### src/sv/assert_macros.svh
// Assertion macros used by the heart beat rate meter RTL.
// Included by the top level, which carries concurrent checks; has no other dependencies.
`ifndef ASSERT_MACROS_SVH
`define ASSERT_MACROS_SVH
`ifndef SYNTHESIS
`define ASSERT_COMB(lbl, clk, rst_n, cond) \
	lbl: assert property (@(posedge clk) disable iff (!rst_n) (cond)) \
	else $error("combinational check failed");
`define ASSERT_NEXT(lbl, clk, rst_n, ante, cons) \
	lbl: assert property (@(posedge clk) disable iff (!rst_n) (ante) |=> (cons)) \
	else $error("next-cycle check failed");
`else
`define ASSERT_COMB(lbl, clk, rst_n, cond)
`define ASSERT_NEXT(lbl, clk, rst_n, ante, cons)
`endif
`endif

### src/sv/hrm_pkg.sv
// Package of the heart beat rate meter: command codes, decoded operations,
// queue status and back-end state types. No dependencies.
`default_nettype none
package hrm_pkg;

	localparam int CMD_BITS  = 2;
	localparam int TICK_BITS = 16;
	localparam int BPM_BITS  = 8;
	localparam int CFG_IDX_BITS  = 2;
	localparam int CFG_DATA_BITS = 16;

	localparam logic [CMD_BITS-1:0] CMD_SAMPLE = 2'd0;
	localparam logic [CMD_BITS-1:0] CMD_TICK   = 2'd1;
	localparam logic [CMD_BITS-1:0] CMD_START  = 2'd2;
	localparam logic [CMD_BITS-1:0] CMD_STOP   = 2'd3;

	localparam logic [CFG_IDX_BITS-1:0] REG_PEAK_THRESHOLD   = 2'd0;
	localparam logic [CFG_IDX_BITS-1:0] REG_TICKS_PER_SECOND = 2'd1;

	localparam logic [TICK_BITS-1:0] TICKS_RESET = 16'd1000;
	localparam logic [CFG_DATA_BITS-1:0] THRESHOLD_RESET = 16'd512;

	typedef enum logic [2:0] {
		OP_ABOVE,
		OP_BELOW,
		OP_LEVEL,
		OP_TICK,
		OP_START,
		OP_STOP
	} op_t;

	typedef struct packed {
		logic full;
		logic empty;
	} q_stat_t;

	typedef enum logic {
		BK_RUN,
		BK_DIV
	} back_state_t;

endpackage
`default_nettype wire

### src/sv/hrm_queue.sv
// Two-entry request queue between the front end and the back end.
// Depends on hrm_pkg for the status struct.
`default_nettype none
module hrm_queue #(
	parameter int WIDTH = 3
) (
	input  wire logic             clk,
	input  wire logic             arst_n,
	input  wire logic             push,
	input  wire logic [WIDTH-1:0] din,
	input  wire logic             pop,
	output logic      [WIDTH-1:0] dout,
	output hrm_pkg::q_stat_t      stat
);
	import hrm_pkg::*;

	logic [WIDTH-1:0] entry_q [2];
	logic             wr_ptr_q;
	logic             rd_ptr_q;
	logic [1:0]       count_q;

	always_ff @(posedge clk) begin
		if (push) begin
			entry_q[wr_ptr_q] <= din;
		end
	end

	always_ff @(posedge clk or negedge arst_n) begin
		if (!arst_n) begin
			wr_ptr_q <= 1'b0;
			rd_ptr_q <= 1'b0;
			count_q  <= 2'd0;
		end else begin
			if (push) begin
				wr_ptr_q <= ~wr_ptr_q;
			end
			if (pop) begin
				rd_ptr_q <= ~rd_ptr_q;
			end
			if (push && !pop) begin
				count_q <= count_q + 2'd1;
			end else if (pop && !push) begin
				count_q <= count_q - 2'd1;
			end
		end
	end

	assign dout       = entry_q[rd_ptr_q];
	assign stat.full  = count_q[1];
	assign stat.empty = (count_q == 2'd0);

endmodule
`default_nettype wire

### src/sv/hrm_front.sv
// Front end: accepts input requests and classifies them into operations,
// comparing samples against the threshold. Depends on hrm_pkg.
`default_nettype none
module hrm_front #(
	parameter int SAMPLE_BITS = 10,
	parameter int IN_W        = 16
) (
	input  wire logic                     s_axis_tvalid,
	output logic                          s_axis_tready,
	input  wire logic [IN_W-1:0]          s_axis_tdata,
	input  wire logic [hrm_pkg::CMD_BITS-1:0] s_axis_tuser,
	input  wire logic [SAMPLE_BITS-1:0]   threshold,
	input  wire hrm_pkg::q_stat_t         q_stat,
	output logic                          q_push,
	output hrm_pkg::op_t                  q_op
);
	import hrm_pkg::*;

	logic [SAMPLE_BITS-1:0] sample;

	assign sample        = s_axis_tdata[SAMPLE_BITS-1:0];
	assign s_axis_tready = !q_stat.full;
	assign q_push        = s_axis_tvalid && !q_stat.full;

	always_comb begin
		case (s_axis_tuser)
			CMD_SAMPLE: begin
				if (sample > threshold) begin
					q_op = OP_ABOVE;
				end else if (sample < threshold) begin
					q_op = OP_BELOW;
				end else begin
					q_op = OP_LEVEL;
				end
			end
			CMD_TICK:  q_op = OP_TICK;
			CMD_START: q_op = OP_START;
			CMD_STOP:  q_op = OP_STOP;
			default:   q_op = OP_LEVEL;
		endcase
	end

endmodule
`default_nettype wire

### src/sv/hrm_back.sv
// Back end: carries out queued operations on the recording counters, runs
// the bit-serial rate division on stop and holds the output register.
// Depends on hrm_pkg.
`default_nettype none
module hrm_back #(
	parameter int COUNT_BITS = 16,
	parameter int OUT_W      = 48
) (
	input  wire logic                          clk,
	input  wire logic                          arst_n,
	input  wire logic [hrm_pkg::TICK_BITS-1:0] ticks_per_second,
	input  wire hrm_pkg::q_stat_t              q_stat,
	input  wire hrm_pkg::op_t                  q_op,
	output logic                               q_pop,
	output logic                               m_axis_tvalid,
	input  wire logic                          m_axis_tready,
	output logic [OUT_W-1:0]                   m_axis_tdata,
	output logic                               m_axis_tuser
);
	import hrm_pkg::*;

	localparam int DIV_BITS = COUNT_BITS + 6;
	localparam int CNT_W    = $clog2(DIV_BITS);

	back_state_t state_q, state_d;

	logic                  rec_q, rec_d;
	logic                  latched_q, latched_d;
	logic [COUNT_BITS-1:0] beat_q, beat_d;
	logic [TICK_BITS-1:0]  tick_q, tick_d;
	logic [COUNT_BITS-1:0] sec_q, sec_d;

	logic [COUNT_BITS-1:0] rem_q, rem_d;
	logic [DIV_BITS-1:0]   quo_q, quo_d;
	logic [CNT_W-1:0]      cnt_q, cnt_d;

	logic                  out_valid_q, out_valid_d;
	logic                  out_rec_q, out_rec_d;
	logic [COUNT_BITS-1:0] out_beat_q, out_beat_d;
	logic [COUNT_BITS-1:0] out_sec_q, out_sec_d;
	logic [BPM_BITS-1:0]   out_bpm_q, out_bpm_d;
	logic                  out_rep_q, out_rep_d;
	logic                  load_out;

	logic [TICK_BITS-1:0]  limit;
	logic [TICK_BITS-1:0]  tick_inc;
	logic [COUNT_BITS:0]   rem_sh;
	logic                  rem_ge;
	logic [DIV_BITS-1:0]   dividend;

	assign limit    = (ticks_per_second == '0) ? TICK_BITS'(1) : ticks_per_second;
	assign tick_inc = tick_q + TICK_BITS'(1);
	assign dividend = DIV_BITS'({beat_q, 6'b0}) - DIV_BITS'({beat_q, 2'b0});
	assign rem_sh   = {rem_q, quo_q[DIV_BITS-1]};
	assign rem_ge   = (rem_sh >= {1'b0, sec_q});

	always_comb begin
		state_d     = state_q;
		rec_d       = rec_q;
		latched_d   = latched_q;
		beat_d      = beat_q;
		tick_d      = tick_q;
		sec_d       = sec_q;
		rem_d       = rem_q;
		quo_d       = quo_q;
		cnt_d       = cnt_q;
		q_pop       = 1'b0;
		load_out    = 1'b0;
		out_bpm_d   = '0;
		out_rep_d   = 1'b0;
		case (state_q)
			BK_RUN: begin
				q_pop = !q_stat.empty && (!out_valid_q || m_axis_tready);
				if (q_pop) begin
					load_out = 1'b1;
					case (q_op)
						OP_ABOVE: begin
							if (rec_q && !latched_q) begin
								beat_d    = (beat_q == '1) ? beat_q : beat_q + COUNT_BITS'(1);
								latched_d = 1'b1;
							end
						end
						OP_BELOW: begin
							if (rec_q) begin
								latched_d = 1'b0;
							end
						end
						OP_TICK: begin
							if (rec_q) begin
								if (tick_inc >= limit) begin
									tick_d = '0;
									sec_d  = (sec_q == '1) ? sec_q : sec_q + COUNT_BITS'(1);
								end else begin
									tick_d = tick_inc;
								end
							end
						end
						OP_START: begin
							if (!rec_q) begin
								rec_d     = 1'b1;
								latched_d = 1'b0;
								beat_d    = '0;
								tick_d    = '0;
								sec_d     = '0;
							end
						end
						OP_STOP: begin
							if (rec_q) begin
								rec_d     = 1'b0;
								out_rep_d = 1'b1;
								if (sec_q != '0) begin
									load_out = 1'b0;
									state_d  = BK_DIV;
									rem_d    = '0;
									quo_d    = dividend;
									cnt_d    = CNT_W'(DIV_BITS - 1);
								end
							end
						end
						default: begin
						end
					endcase
				end
			end
			BK_DIV: begin
				rem_d = rem_ge ? COUNT_BITS'(rem_sh - {1'b0, sec_q}) : COUNT_BITS'(rem_sh);
				quo_d = {quo_q[DIV_BITS-2:0], rem_ge};
				cnt_d = cnt_q - CNT_W'(1);
				if (cnt_q == '0) begin
					state_d   = BK_RUN;
					load_out  = 1'b1;
					out_rep_d = 1'b1;
					out_bpm_d = (|quo_d[DIV_BITS-1:BPM_BITS]) ? '1 : quo_d[BPM_BITS-1:0];
				end
			end
			default: begin
				state_d = BK_RUN;
			end
		endcase
		out_rec_d  = rec_d;
		out_beat_d = beat_d;
		out_sec_d  = sec_d;
		if (load_out) begin
			out_valid_d = 1'b1;
		end else if (m_axis_tready) begin
			out_valid_d = 1'b0;
		end else begin
			out_valid_d = out_valid_q;
		end
	end

	always_ff @(posedge clk or negedge arst_n) begin
		if (!arst_n) begin
			state_q <= BK_RUN;
		end else begin
			state_q <= state_d;
		end
	end

	always_ff @(posedge clk or negedge arst_n) begin
		if (!arst_n) begin
			rec_q       <= 1'b0;
			latched_q   <= 1'b0;
			beat_q      <= '0;
			tick_q      <= '0;
			sec_q       <= '0;
			out_valid_q <= 1'b0;
		end else begin
			rec_q       <= rec_d;
			latched_q   <= latched_d;
			beat_q      <= beat_d;
			tick_q      <= tick_d;
			sec_q       <= sec_d;
			out_valid_q <= out_valid_d;
		end
	end

	always_ff @(posedge clk) begin
		rem_q <= rem_d;
		quo_q <= quo_d;
		cnt_q <= cnt_d;
		if (load_out) begin
			out_rec_q  <= out_rec_d;
			out_beat_q <= out_beat_d;
			out_sec_q  <= out_sec_d;
			out_bpm_q  <= out_bpm_d;
			out_rep_q  <= out_rep_d;
		end
	end

	assign m_axis_tvalid = out_valid_q;
	assign m_axis_tdata  = OUT_W'({out_bpm_q, out_sec_q, out_beat_q, out_rec_q});
	assign m_axis_tuser  = out_rep_q;

endmodule
`default_nettype wire

### src/sv/heart_beat_rate_meter.sv
// Top level of the heart beat rate meter: configuration registers, front
// end, request queue and back end. Depends on hrm_pkg, hrm_front, hrm_queue,
// hrm_back and assert_macros.svh.
//
// Requests enter on the s_axis channel: tuser carries the command (sample,
// tick, start, stop) and tdata the converter sample. Every request gives
// exactly one result on the m_axis channel, in order; tuser marks a result
// that closed a recording and carries a final rate. Registers are written
// through the cfg channel, which is always ready; the user must write them
// only while idle, as the block does not enforce it. Requests pass through
// the queue and the output register. Samples, ticks, starts and stops on an
// idle meter are taken one per cycle unless the receiver stalls. A stop that
// ends a recording with at least one whole second runs the bit-serial rate
// division, one quotient bit a cycle; requests behind it wait in the
// two-entry queue. A stalled receiver holds the output register, the queue
// fills and s_axis_tready falls. Reset clears the recording state and the
// counters and loads the threshold and ticks per second defaults.
`default_nettype none
`include "assert_macros.svh"
module heart_beat_rate_meter #(
	parameter int SAMPLE_BITS = 10,
	parameter int COUNT_BITS  = 16
) (
	input  wire logic                                    clk,
	input  wire logic                                    arst_n,
	input  wire logic                                    s_axis_tvalid,
	output logic                                         s_axis_tready,
	// sample
	input  wire logic [((SAMPLE_BITS + 7) / 8) * 8-1:0]  s_axis_tdata,
	// command
	input  wire logic [hrm_pkg::CMD_BITS-1:0]            s_axis_tuser,
	output logic                                         m_axis_tvalid,
	input  wire logic                                    m_axis_tready,
	// recording, beat_total, elapsed_seconds, beats_per_minute
	output logic [((2 * COUNT_BITS + 9 + 7) / 8) * 8-1:0] m_axis_tdata,
	// report_valid
	output logic                                         m_axis_tuser,
	input  wire logic                                    cfg_valid,
	output logic                                         cfg_ready,
	input  wire logic [hrm_pkg::CFG_IDX_BITS-1:0]        cfg_index,
	input  wire logic [hrm_pkg::CFG_DATA_BITS-1:0]       cfg_data
);
	import hrm_pkg::*;

	localparam int IN_W     = ((SAMPLE_BITS + 7) / 8) * 8;
	localparam int OUT_W    = ((2 * COUNT_BITS + 9 + 7) / 8) * 8;
	localparam int BEAT_LSB = 1;
	localparam int SEC_LSB  = 1 + COUNT_BITS;
	localparam int BPM_LSB  = 1 + 2 * COUNT_BITS;

	logic [SAMPLE_BITS-1:0] threshold_q;
	logic [TICK_BITS-1:0]   ticks_q;
	q_stat_t                q_stat;
	logic                   q_push;
	logic                   q_pop;
	op_t                    push_op;
	logic [$bits(op_t)-1:0] pop_bits;
	logic                   res_take;
	logic                   res_rec;
	logic [COUNT_BITS-1:0]  res_beat;
	logic [COUNT_BITS-1:0]  res_sec;
	logic [BPM_BITS-1:0]    res_bpm;

	assign cfg_ready = 1'b1;

	always_ff @(posedge clk or negedge arst_n) begin
		if (!arst_n) begin
			threshold_q <= THRESHOLD_RESET[SAMPLE_BITS-1:0];
			ticks_q     <= TICKS_RESET;
		end else if (cfg_valid) begin
			case (cfg_index)
				REG_PEAK_THRESHOLD:   threshold_q <= cfg_data[SAMPLE_BITS-1:0];
				REG_TICKS_PER_SECOND: ticks_q     <= cfg_data[TICK_BITS-1:0];
				default: begin
				end
			endcase
		end
	end

	hrm_front #(
		.SAMPLE_BITS(SAMPLE_BITS),
		.IN_W       (IN_W)
	) u_front (
		.s_axis_tvalid(s_axis_tvalid),
		.s_axis_tready(s_axis_tready),
		.s_axis_tdata (s_axis_tdata),
		.s_axis_tuser (s_axis_tuser),
		.threshold    (threshold_q),
		.q_stat       (q_stat),
		.q_push       (q_push),
		.q_op         (push_op)
	);

	hrm_queue #(
		.WIDTH($bits(op_t))
	) u_queue (
		.clk   (clk),
		.arst_n(arst_n),
		.push  (q_push),
		.din   (push_op),
		.pop   (q_pop),
		.dout  (pop_bits),
		.stat  (q_stat)
	);

	hrm_back #(
		.COUNT_BITS(COUNT_BITS),
		.OUT_W     (OUT_W)
	) u_back (
		.clk             (clk),
		.arst_n          (arst_n),
		.ticks_per_second(ticks_q),
		.q_stat          (q_stat),
		.q_op            (op_t'(pop_bits)),
		.q_pop           (q_pop),
		.m_axis_tvalid   (m_axis_tvalid),
		.m_axis_tready   (m_axis_tready),
		.m_axis_tdata    (m_axis_tdata),
		.m_axis_tuser    (m_axis_tuser)
	);

	assign res_take = m_axis_tvalid && m_axis_tready;
	assign res_rec  = m_axis_tdata[0];
	assign res_beat = m_axis_tdata[BEAT_LSB +: COUNT_BITS];
	assign res_sec  = m_axis_tdata[SEC_LSB +: COUNT_BITS];
	assign res_bpm  = m_axis_tdata[BPM_LSB +: BPM_BITS];

	`ASSERT_COMB(a_report_ends_rec, clk, arst_n, !(m_axis_tvalid && m_axis_tuser) || !res_rec)
	`ASSERT_COMB(a_bpm_only_on_report, clk, arst_n, !m_axis_tvalid || m_axis_tuser || (res_bpm == '0))
	`ASSERT_COMB(a_bpm_needs_second, clk, arst_n, !m_axis_tvalid || (res_sec != '0) || (res_bpm == '0))
	`ASSERT_COMB(a_no_beats_no_rate, clk, arst_n, !m_axis_tvalid || (res_beat != '0) || (res_bpm == '0))
	`ASSERT_NEXT(a_no_double_report, clk, arst_n, res_take && m_axis_tuser, !m_axis_tvalid || !m_axis_tuser)

endmodule
`default_nettype wire

### config.mk
export PLATFORM = sky130hd
export DESIGN_NAME = heart_beat_rate_meter
export DESIGN_NICKNAME = d
export VERILOG_FILES = /design/src/sv/hrm_pkg.sv /design/src/sv/hrm_queue.sv /design/src/sv/hrm_front.sv /design/src/sv/hrm_back.sv /design/src/sv/heart_beat_rate_meter.sv
export VERILOG_INCLUDE_DIRS = /design/src /design/src/sv
export SDC_FILE = /design/constraint.sdc
export NUM_CORES = 1
export LEC_CHECK = 0
export BUFFER_PORTS_ARGS = -buffer_cell sky130_fd_sc_hd__clkbuf_2
export CORE_MARGIN = 1.5
export CORE_UTILIZATION = 55
export DETAILED_ROUTE_END_ITERATION = 8
export GPL_ROUTABILITY_DRIVEN = 0
export PLACE_DENSITY_LB_ADDON = 0.3
export SLEW_MARGIN = 20
export SYNTH_ARGS = -nofsm -noshare
export SYNTH_HDL_FRONTEND = slang
export SYNTH_SLANG_ARGS = --single-unit
### constraint.sdc
create_clock -name clk -period 11.1 [get_ports clk]
set_input_delay 1.665 -clock clk [delete_from_list [all_inputs] [get_ports clk]]
set_output_delay 1.665 -clock clk [all_outputs]
set_load 0.01 [all_outputs]
==> metrics, run 1 <==
EDFF count, synth 91; TNS Setup 0 ns; Pre-antenna DRT Iters 5; CTS tree done; Worst path slowest cell sky130_fd_sc_hd__nor2_1; layout net count 1118; share of layout cells above drive strength 1 14.8%; count of hold buffers inserted by post-cts repair 0; start-to-end type of the worst setup path reg -> reg; worst endpoint data arrival time 4.49 ns; Max FO, Critical Path 14; cells traversed along the worst timing path ha_1 -> and3_1 -> and3_1 -> nand2_1 -> xnor2_1 -> ha_1 -> and4_1 -> a31oi_1 -> o21ai_0 -> a221oi_1 -> o21ai_1 -> nor2_1 -> nand2_1 -> o21ai_1; mean instance size in the synthesized netlist 10.3 µm²; synth-to-layout area growth 11.3%; H-tree Lvls 4; startpoint of the worst hold path u_queue.wr_ptr_q$_DFFE_PN0P_; Final period util 37.3%; Worst path top cell family by delay simple AND/OR/NAND/NOR gates; Max transition margin 34.8%; clock tree skew after final layout 0.00974 ns; Final setup viols 0; compound-gate portion of the synthesized area 15.1%; IR drop worst, VDD 0.000156 V; vias in the first global route 6805; total track usage 23.2%; area of the die 18600 µm²; total length of routed wires 20.3 mm; number of placement rows 48; Adder-Cell Fraction of Synth Area 8.02%; hold-critical path endpoint u_queue.wr_ptr_q$_DFFE_PN0P_; maximum buffer depth of the clock tree 2; RSZ-0062 raised after global routing false; sort of element at the start of the critical path flop; clock period minus final worst setup slack 4.14 ns; number of buffer and inverter stages on the critical path 0; Core Util, Final 62.9%; Final Hold Vio Count 0; main combinational cell family by area after synthesis simple AND/OR/NAND/NOR gates; post-synthesis sequential element count 173; WP data required 11.45 ns; cell leakage power 4.78 nW; internal reg-to-reg setup slack 6.96 ns; dominant cell type by area after synthesis sky130_fd_sc_hd__edfxtp_1; number of cells on the worst hold path 1; simple-gate share of the synthesized area 15.3%; core area 17300 µm²; DP Wirelength 14.8 mm; Die Span Y 136 µm; Residual DRC 0; transition time of the tightest slew-check pin 0.974 ns; per-cell routed wire length 16.2 µm; drt initial violations 543; Final Max Tran Viols 0; number of buffers added on ports 78; effective utilization at floorplan 56.5%; pin count of the biggest net entering global routing 67; sum of overflow across all layers after global routing 0; netlist area before placement 9770 µm²; post-synthesis mux area share 3.33%; warning count from the yosys run 0; Hold Crit Class reg -> reg; Achievable Freq 242 MHz; antenna-violating nets left 0; beginning of the worst register-to-register path u_back.tick_q[0]$_DFFE_PN0P_; Most used DFF post-synth sky130_fd_sc_hd__edfxtp_1; RR Endpoint u_back.tick_q[5]$_DFFE_PN0P_; xor-xnor portion of the synthesized cell area 4.48%; quantity of gates resized following cts 0; number of distinct library cells after synthesis 71; vias after detailed routing 7260; global-route wire length before repair 33.7 mm; routed via count divided by cell count 5.79; run status finished, final reports clean; antenna violations before repair 0; peak per-stage delay on the critical path 0.81 ns; biggest area contributors in the synthesized netlist sky130_fd_sc_hd__edfxtp_1 (28%), sky130_fd_sc_hd__dfrtp_1 (19%), sky130_fd_sc_hd__ha_1 (7.8%), sky130_fd_sc_hd__o21ai_0 (3.8%), sky130_fd_sc_hd__nand2_1 (3.2%); number of buffers added by the clock tree synthesis step 17; Inserted Diodes 0; proportion of netlist area held by the largest area contributor 28.0%; crit path capture type flop; PD cells 267 nW/µm²; total chip power 2.90 mW; Die X 136 µm; setup repair bufs after CTS 0; clock latency of the later-clocked register in the worst-skew pair 0.43 ns; CTS root buf sky130_fd_sc_hd__clkbuf_16; MaxCap Viol Count 0; Top Ports 93; asr flop ratio synth 47.4%; sequential share of the synthesized area 49.1%; CP Depth 14; number of cell instances on the worst register-to-register path 14; clock slew at the register clock pins of the worst setup and hold paths 0.07 ns; clk sink count 173; CP Launch Point u_back.tick_q[0]$_DFFE_PN0P_; count of mapped cells out of synthesis 944
report_power, final:
group	total, mW	internal, mW	leakage [nW]	switching (mW)
Clock	0.562	0.311	0.270	0.250
Sequential	1.12	0.978	1.95	0.146
Combinational	1.22	0.509	2.56	0.709
Total	2.90	1.80	4.78	1.11
through the flow:
step,hold slack [ns],cell area [µm²],worst slack [ns],instances
2_1_floorplan,0.455,9790,5.42,950
3_3_place_gp,0.469,10300,7.03,1221
3_5_place_dp,0.485,10300,6.96,1221
4_1_cts,0.495,10900,6.95,1253
5_1_grt,0.521,10900,6.49,1253
6_report,0.488,10900,6.96,1253
placed cells by master (no fill, tap or decap), drive strengths merged, types with 14 or more instances in the layout:
master / count
inv: 75
xor2: 21
o21ai: 78
xnor2: 29
nand4: 22
edfxtp: 91
nor2b: 15
and3: 14
nor2: 61
nand2: 82
a21o: 25
nand3: 27
dfrtp: 75
mux2: 20
clkbuf: 97
a22o: 14
nor4: 14
a21oi: 32
ha: 61
a31oi: 14
worst max path at each step:
stage	end	slack [ns]
2_1_floorplan	u_back.m_axis_tuser$_DFFE_PP_	5.42
3_3_place_gp	u_back.tick_q[15]$_DFFE_PN0P_	7.03
3_5_place_dp	u_back.tick_q[6]$_DFFE_PN0P_	6.96
4_1_cts	u_back.tick_q[5]$_DFFE_PN0P_	6.95
5_1_grt	u_back.tick_q[5]$_DFFE_PN0P_	6.49
6_report	u_back.tick_q[5]$_DFFE_PN0P_	6.96
metal layers:
layer | wire length, µm | vias up | GRT usage [%]
met1 | 9430 | 3440 | 33.0
li1 | - | 3568 | -
met5 | 0 | - | 0
met3 | 1190 | 25 | 4.74
met2 | 9390 | 227 | 36.2
met4 | 270 | 0 | 6.74
cells by family (layout without fill, tap and decap cells):
logic type	Yosys count	in the layout
multiplexers	30	30
XOR/XNOR	50	50
AND/OR/NAND/NOR	295	295
AO/OA/AOI/OAI	225	225
adder cells (fa/ha/maj)	62	62
other	2	8
flip-flops	173	173
buffers and inverters	107	185
area by class of cell:
| class | instances | area (µm²) |
|---|---|---|
| Clock buffer | 20 | 437 |
| Clock inverter | 12 | 113 |
| Tap cell | 225 | 282 |
| Timing Repair Buffer | 84 | 438 |
| Multi-Input combinational cell | 670 | 4550 |
| Inverter | 69 | 259 |
| Fill cell | 1409 | 6420 |
| Sequential cell | 173 | 4790 |
synth_stat cells, types with 7 or more instances:
cell type	instances
sky130_fd_sc_hd__nor2_1	61
sky130_fd_sc_hd__mux2_2	20
sky130_fd_sc_hd__a21o_1	25
sky130_fd_sc_hd__xor2_1	21
sky130_fd_sc_hd__nand3_1	27
sky130_fd_sc_hd__a31oi_1	14
sky130_fd_sc_hd__and3_1	14
sky130_fd_sc_hd__dfrtp_1	75
sky130_fd_sc_hd__clkbuf_1	21
sky130_fd_sc_hd__nand2b_1	9
sky130_fd_sc_hd__nor4_1	14
sky130_fd_sc_hd__dfstp_2	7
sky130_fd_sc_hd__nor3_1	12
sky130_fd_sc_hd__edfxtp_1	91
sky130_fd_sc_hd__a21oi_1	31
sky130_fd_sc_hd__mux2i_1	10
sky130_fd_sc_hd__xnor2_1	29
sky130_fd_sc_hd__ha_1	61
sky130_fd_sc_hd__a22o_1	14
sky130_fd_sc_hd__nand4_1	22
sky130_fd_sc_hd__o211ai_1	9
sky130_fd_sc_hd__nand2_1	82
sky130_fd_sc_hd__nor2b_1	14
sky130_fd_sc_hd__inv_1	69
sky130_fd_sc_hd__buf_4	9
sky130_fd_sc_hd__o21ai_0	75
sky130_fd_sc_hd__and2_1	11
flip-flops by register name (all words and copies together) (netlist names), 2 cells and up:
| register | count |
|---|---|
| u_back.out_sec_q | 16 |
| u_back.tick_q | 16 |
| u_queue.entry_q | 6 |
| u_back.out_beat_q | 16 |
| ticks_q | 16 |
| threshold_q | 10 |
| u_back.rem_q | 16 |
| u_back.quo_q | 22 |
| u_back.sec_q | 16 |
| u_back.cnt_q | 5 |
| u_back.out_bpm_q | 8 |
| u_queue.count_q | 2 |
| u_back.beat_q | 16 |
(Power assumes the default switching activity.)
==> run 2, diff against run 1 <==
- clock period: 11.1 -> 4.3 ns (I/O delays scaled with it)
==> run 2 against run 1 <==
  * Wire length is 0.82% lower
  * Via count grew 0.70%
  * Sequential cell count unchanged
  * Non-clock buffer count rose by 2
  * Cell area grew 0.46%
  * Hold slack got worse by 0.24 ns
  * Final cell count rose by 0.16%
  * Utilization increased by 0.29 points
  * Global-route usage is 0.90 points lower
  * Worst setup slack worse by 6.7 ns
  * First-iteration DRC count rose by 1.5%
  * Total power rose to 2.6 times the previous value
  * Critical path type unchanged
  * Critical endpoint is now u_back.out_sec_q[10]$_DFFE_PP_
  * Largest cell class unchanged
==> metrics, run 2 (synthesized netlist as in run 1, its figures left out) <==
run status finished, final reports clean; antenna-violating nets left 0 (unchanged); cell count after placement 1223 (+0.16%); routed via count divided by cell count 5.83 (+0.54%); quantity of gates resized following cts 0 (unchanged); Biggest register u_back.quo_q; Worst path top cell family by delay compound AO/OA/AOI/OAI gates; total length of routed wires 20.1 mm (-0.82%); cells traversed along the worst timing path ha_1 -> and3_1 -> and3_1 -> nand2_1 -> xnor2_1 -> ha_1 -> and4_1 -> a31oi_1 -> o21ai_0 -> a221oi_1 -> o21ai_2 -> and3_1 -> a211o_1 -> o31ai_1; vias in the first global route 6714 (-1.3%); cell leakage power 4.81 nW (+0.64%); DP Wirelength 14.7 mm (-0.42%); number of buffer and inverter stages on the critical path 0 (unchanged); Top Ports 93 (unchanged); transition time of the tightest slew-check pin 0.883 ns (-0.0908 ns); Achievable Freq 248 MHz (+2.8%); drt initial violations 551 (+1.5%); layout net count 1120 (+0.18%); maximum buffer depth of the clock tree 2 (unchanged); vias after detailed routing 7311 (+0.70%); pin count of the biggest net entering global routing 66 (-1.5%); most frequent cells in the layout sky130_fd_sc_hd__edfxtp_1 (91), sky130_fd_sc_hd__nand2_1 (82), sky130_fd_sc_hd__clkbuf_2 (77), sky130_fd_sc_hd__dfrtp_1 (75), sky130_fd_sc_hd__o21ai_0 (74); H-tree Lvls 4 (unchanged); global-route wire length before repair 32.5 mm (-3.5%); clock tree skew after final layout 0.00952 ns (-0.000223 ns); per-cell routed wire length 16.0 µm (-0.98%); Inserted Diodes 0 (unchanged); commonest non-fill, non-tap cell in the layout sky130_fd_sc_hd__edfxtp_1; peak per-stage delay on the critical path 0.54 ns (-0.27 ns); Max transition margin 41.1% (+6.3 points); part of the power in combinational logic 42.0% (about the same); synth-to-layout area growth 11.8%; number of buffers added by the clock tree synthesis step 17 (unchanged); Final setup viols 0 (unchanged); clock period minus final worst setup slack 4.03 ns (-0.113 ns); Die Span Y 136 µm (unchanged); Final period util 93.6% (+56 points); worst endpoint data arrival time 4.21 ns (-0.28 ns); CTS root buf sky130_fd_sc_hd__clkbuf_16; crit path capture type flop; TNS Setup 0 ns (unchanged); RSZ-0062 raised after global routing false; Flop pwr share 38.6% (about the same); MaxCap Viol Count 0 (unchanged); post-route insts no fill 1255 (+0.16%); area occupied by registers 4790 µm² (unchanged); CP Launch Point u_back.tick_q[0]$_DFFE_PN0P_; Residual DRC 0 (unchanged); Largest register FFs 22 (unchanged); Core Util, Final 63.1% (+0.29 points); PD cells 687 nW/µm² (+160%); area used by multi-input combinational logic 4570 µm² (+0.41%); number of cell instances on the worst register-to-register path 14 (unchanged); cell seen most often among critical-path stages sky130_fd_sc_hd__and3_1; count of hold buffers inserted by post-cts repair 0 (unchanged); number of buffers added on ports 78 (unchanged); core area 17300 µm² (unchanged); WP data required 4.48 ns (-6.97 ns); Die X 136 µm (unchanged); sort of element at the start of the critical path flop; sum of overflow across all layers after global routing 0 (unchanged); minimum setup slack in the final design 0.274 ns (-6.69 ns); final-layout fill cell count 1409 (unchanged); beginning of the worst register-to-register path u_back.tick_q[0]$_DFFE_PN0P_; setup repair bufs after CTS 0 (unchanged); clock latency of the later-clocked register in the worst-skew pair 0.43 ns (about the same); Final Hold Vio Count 0 (unchanged); clk sink count 173 (unchanged); clock network power share 19.3% (about the same); internal reg-to-reg setup slack 0.27 ns (-6.69 ns); CTS tree done; total track usage 22.3% (-0.90 points); switching share of power 37.6% (-0.45 points); clock slew at the register clock pins of the worst setup and hold paths 0.06 ns (about the same); Final Max Tran Viols 0 (unchanged); switching power total 2.82 mW (+160%); CP Depth 14 (unchanged); number of placement rows 48 (unchanged); share of layout cells above drive strength 1 15.3% (+0.55 points); Hold Crit Class in -> async; start-to-end type of the worst setup path reg -> reg; antenna violations before repair 0 (unchanged); IR drop worst, VDD 0.000393 V (+150%); area of the die 18600 µm² (unchanged); Worst path slowest cell sky130_fd_sc_hd__a221oi_1; Pre-antenna DRT Iters 5 (unchanged); Internal Power 4.68 mW (+160%); RR Endpoint u_back.out_sec_q[10]$_DFFE_PP_; Max FO, Critical Path 7 (-7); worst slack at placement 0.267 ns (-6.70 ns); effective utilization at floorplan 56.5% (unchanged)
==> run 2: area by class of cell <==
cell class | instances | area share (%)
multi-input combinational | 670 | 41.8
clock buffer | 23 | 4.67
timing repair buffer | 86 | 4.15
clock inverter | 9 | 0.504
sequential | 173 | 43.9
inverter | 69 | 2.37
tap | 225 | 2.58
==> run 2: metrics by stage <==
| stage | area, µm² | total power, mW | hold slack (ns) |
|---|---|---|---|
| after floorplan | 9790 | 5.25 | 0.349 |
| after detailed placement | 10300 | 6.06 | 0.487 |
| after global routing | 10900 | 8.04 | 0.300 |
| after CTS | 10900 | 7.53 | 0.262 |
| final | 10900 | 7.51 | 0.244 |
| after global placement | 10300 | 5.96 | 0.469 |
==> run 2: power groups by stage <==
stage | clock, mW | sequential [mW] | combinational, mW
final | 1.45 | 2.90 | 3.16
after global routing | 1.54 | 2.97 | 3.53
after CTS | 1.48 | 2.90 | 3.15
after detailed placement | 0 | 2.92 | 3.14
after global placement | 0 | 2.91 | 3.05
after floorplan | 0 | 2.88 | 2.37
==> run 2: worst max path at each step <==
stage	slack [ns]	to
6_report	0.27	u_back.out_sec_q[10]$_DFFE_PP_
5_1_grt	0.05	u_back.out_sec_q[10]$_DFFE_PP_
4_1_cts	0.23	u_back.out_sec_q[14]$_DFFE_PP_
3_5_place_dp	0.27	u_back.out_sec_q[14]$_DFFE_PP_
3_3_place_gp	0.43	u_back.out_sec_q[14]$_DFFE_PP_
2_1_floorplan	0.77	u_back.m_axis_tuser$_DFFE_PP_
==> run 2: per-layer routing <==
layer	part of all wire [%]	global-route usage, %
met4	1.3	7.57
met5	0	0
met2	46	34.9
met1	47	31.8
met3	5.5	3.65
==> run 3, diff against run 2 <==
- SYNTH_HIERARCHICAL: unset -> 1
==> run 3 against run 2 <==
  * Sequential share of layout area shrank 1.7 points
  * The flow now finishes with violations (DRC)
  * Critical endpoint is now u_back/out_sec_q[10]$_DFFE_PP_
  * Count of clock-buffer cells in the layout down 2
  * Clock power grew 12%
  * Register-to-register slack better by 0.03 ns
  * Critical path type unchanged
  * Global-route usage grew 0.94 points
  * Cell area increased by 4.0%
==> metrics, run 3 <==
dominant cell type by area after synthesis sky130_fd_sc_hd__edfxtp_1; clock tree skew after final layout 0.00842 ns (-0.00110 ns); worst slack at placement 0.365 ns (+0.0982 ns); EDFF count, synth 91 (unchanged); most instantiated library cell after synthesis sky130_fd_sc_hd__edfxtp_1; quantity of gates resized following cts 0 (unchanged); Adder-Cell Fraction of Synth Area 7.80% (-0.21 points); Final Hold Vio Count 0 (unchanged); global-route wire length before repair 36.4 mm (+12%); Biggest register u_back/quo_q; sort of element at the start of the critical path flop; antenna violations before repair 0 (unchanged); vias after detailed routing 7751 (+6.0%); minimum setup slack in the final design 0.300 ns (+0.0252 ns); transition time of the tightest slew-check pin 0.766 ns (-0.117 ns); Die X 139 µm (+2.1%); routed via count divided by cell count 5.95 (+2.1%); total length of routed wires 21.9 mm (+9.0%); Hold Crit Class in -> async; worst endpoint data arrival time 4.28 ns (+0.07 ns); Max FO, Critical Path 8 (+1); Die Span Y 139 µm (+2.1%); main combinational cell family by area after synthesis simple AND/OR/NAND/NOR gates; clock latency of the later-clocked register in the worst-skew pair 0.43 ns (about the same); xor-xnor portion of the synthesized cell area 3.69% (-0.79 points); MaxCap Viol Count 0 (unchanged); final-layout fill cell count 1435 (+1.8%); run status finished, violations left; peak per-stage delay on the critical path 0.47 ns (-0.07 ns); sum of overflow across all layers after global routing 0 (unchanged); DP Wirelength 15.8 mm (+7.2%); number of buffers added on ports 78 (unchanged); Largest register FFs 22 (unchanged); RSZ-0062 raised after global routing false; number of buffers added by the clock tree synthesis step 17 (unchanged); area occupied by registers 4790 µm² (unchanged); mean instance size in the synthesized netlist 10.3 µm² (-0.26%); clk sink count 173 (unchanged); Achievable Freq 250 MHz (+0.63%); total chip power 7.46 mW (-0.61%); Core Util, Final 62.8% (-0.36 points); Residual DRC 6 (+6); clock period minus final worst setup slack 4.00 ns (-0.0252 ns); post-synthesis sequential element count 173 (unchanged); area of the die 19400 µm² (+4.3%); Flop pwr share 37.8% (-0.8 points); layout net count 1165 (+4.0%); most frequent cells in the layout sky130_fd_sc_hd__edfxtp_1 (91), sky130_fd_sc_hd__nand2_1 (87), sky130_fd_sc_hd__clkbuf_2 (77), sky130_fd_sc_hd__dfrtp_1 (75), sky130_fd_sc_hd__inv_1 (70); biggest area contributors in the synthesized netlist sky130_fd_sc_hd__edfxtp_1 (27%), sky130_fd_sc_hd__dfrtp_1 (18%), sky130_fd_sc_hd__ha_1 (7.6%), sky130_fd_sc_hd__o21ai_0 (3.4%), sky130_fd_sc_hd__nand2_1 (3.2%); crit path capture type flop; Max transition margin 48.7% (+7.6 points); cell seen most often among critical-path stages sky130_fd_sc_hd__nand3_1; netlist area before placement 10200 µm² (+4.4%); effective utilization at floorplan 56.4% (-0.092 points); clock network power share 21.9% (+2.6 points); TNS Setup 0 ns (unchanged); vias in the first global route 7254 (+8.0%); switching share of power 36.9% (-0.71 points); Worst path slowest cell sky130_fd_sc_hd__or4_1; proportion of netlist area held by the largest area contributor 26.8% (-1.2 points); count of hold buffers inserted by post-cts repair 0 (unchanged); cell leakage power 4.91 nW (+2.2%); per-cell routed wire length 16.8 µm (+4.9%); compound-gate portion of the synthesized area 15.5% (+0.45 points); switching power total 2.75 mW (-2.5%); part of the power in combinational logic 40.3% (-1.7 points); antenna-violating nets left 0 (unchanged); Final period util 93.0% (-0.59 points); start-to-end type of the worst setup path reg -> reg; setup repair bufs after CTS 0 (unchanged); Pre-antenna DRT Iters 7 (+2); post-synthesis mux area share 3.79% (+0.46 points); Commonest cells post-synth sky130_fd_sc_hd__edfxtp_1 (91), sky130_fd_sc_hd__nand2_1 (87), sky130_fd_sc_hd__dfrtp_1 (75); number of placement rows 49 (+2.1%); drt initial violations 667 (+21%); Final setup viols 0 (unchanged); cells traversed along the worst timing path ha_1 -> and3_1 -> nand3_1 -> nor2b_2 -> and3_1 -> nand3_1 -> xnor2_1 -> ha_1 -> nand4_1 -> or2_2 -> o21ai_2 -> nand2_1 -> buf_4 -> or4_1 -> nand3_1; clock slew at the register clock pins of the worst setup and hold paths 0.07 ns (about the same); Final Max Tran Viols 0 (unchanged); maximum buffer depth of the clock tree 2 (unchanged); Inserted Diodes 0 (unchanged); pin count of the biggest net entering global routing 64 (-3.0%); total track usage 23.3% (+0.94 points); Internal Power 4.71 mW (+0.53%); PD cells 657 nW/µm² (-4.4%); area used by multi-input combinational logic 4890 µm² (+7.0%); Most used DFF post-synth sky130_fd_sc_hd__edfxtp_1; sequential share of the synthesized area 47.0% (-2.1 points); count of mapped cells out of synthesis 988 (+4.7%); core area 18100 µm² (+4.6%); simple-gate share of the synthesized area 16.7% (+1.5 points); number of distinct library cells after synthesis 89 (+25%); synth-to-layout area growth 11.4%; share of layout cells above drive strength 1 17.9% (+2.5 points); IR drop worst, VDD 0.000395 V (+0.41%); H-tree Lvls 4 (unchanged); Top Ports 93 (unchanged); WP data required 4.58 ns (+0.10 ns); asr flop ratio synth 47.4% (unchanged); commonest non-fill, non-tap cell in the layout sky130_fd_sc_hd__edfxtp_1; CTS root buf sky130_fd_sc_hd__clkbuf_16; violated checks DRC; warning count from the yosys run 6 (+6); CTS tree done
==> run 3: cell count changes after synthesis, sizes merged, moves of 9 or more <==
cell   before  now
mux2i      10    0
a21oi      32   52
nand3      27   38
a21o       25   10
a22o       14    4
xnor2      29   20
mux2       20   31
==> run 3: per-layer routing <==
| layer | vias up | part of all wire [%] | track usage [%] | wire, µm |
|---|---|---|---|---|
| met4 | 0 | 1.1 | 6.16 | 244 |
| met1 | 3715 | 48 | 33.2 | 10400 |
| li1 | 3763 | - | - | - |
| met2 | 253 | 46 | 36.9 | 10200 |
| met5 | - | 0 | 0 | 0 |
| met3 | 20 | 4.9 | 4.04 | 1070 |
==> run 3: power groups by stage <==
stage	registers, mW	clock network (mW)	logic [mW]
floorplan	2.86	0	2.21
detailed placement	2.85	0	2.99
CTS	2.82	1.65	3.01
global route	2.88	1.73	3.36
finish	2.82	1.63	3.01
global placement	2.83	0	2.92
==> run 3: worst paths after layout <==
kind                            slack (ns)                        endpoint                          from  cells past startpoint
min in group clk                      0.45         ticks_q[13]$_DFFE_PN0P_                  cfg_data[13]                      2
worst min-delay path                  0.26  u_queue/count_q[1]$_DFFE_PN0P_                        arst_n                      1
max in group asynchronous             3.17      u_back/sec_q[12]$_DFF_PN0_                        arst_n                      2
worst max-delay path                  0.30  u_back/out_sec_q[10]$_DFFE_PP_  u_back/tick_q[0]$_DFFE_PN0P_                     15
worst min register to register        0.49    u_queue/wr_ptr_q$_DFFE_PN0P_  u_queue/wr_ptr_q$_DFFE_PN0P_                      1
worst max register to register        0.30  u_back/out_sec_q[10]$_DFFE_PP_  u_back/tick_q[0]$_DFFE_PN0P_                     15
==> run 3: critical path, delay by kind of cell, from the launching register on <==
kind / cells / cell delay (ns)
buffers and inverters: 1 / 0.22
xor gates and xnor gates: 1 / 0.15
and+or+nand+nor: 10 / 2.24
adders and majority gates: 2 / 0.55
AOI/OAI and AO/OA: 1 / 0.26
DFF: 1 / 0.45
==> run 3: metrics by stage <==
stage / hold slack [ns] / std cells / instance area, µm²
after detailed placement: 0.479 / 1271 / 10700
after global placement: 0.471 / 1271 / 10700
after floorplan: 0.349 / 994 / 10200
final: 0.262 / 1303 / 11400
after global routing: 0.320 / 1303 / 11400
after CTS: 0.282 / 1303 / 11400
==> run 3: area by class of cell <==
cell class	count	share of cell area, %
clock buffers	21	3.97
inverters	72	2.39
well taps	229	2.52
repair buffers	92	4.39
flip-flops and latches	173	42.2
clock inverters	11	1.48
multi-input cells	705	43.0
==> run 3: logic make-up (layout without fill, tap and decap cells) <==
| kind of cell | Yosys count | count (layout) |
|---|---|---|
| AO/OA/AOI/OAI | 243 | 243 |
| buffers and inverters | 116 | 196 |
| adder cells (fa/ha/maj) | 63 | 63 |
| AND/OR/NAND/NOR | 317 | 317 |
| multiplexers | 31 | 31 |
| flip-flops | 173 | 173 |
| XOR/XNOR | 43 | 43 |
| other | 2 | 8 |
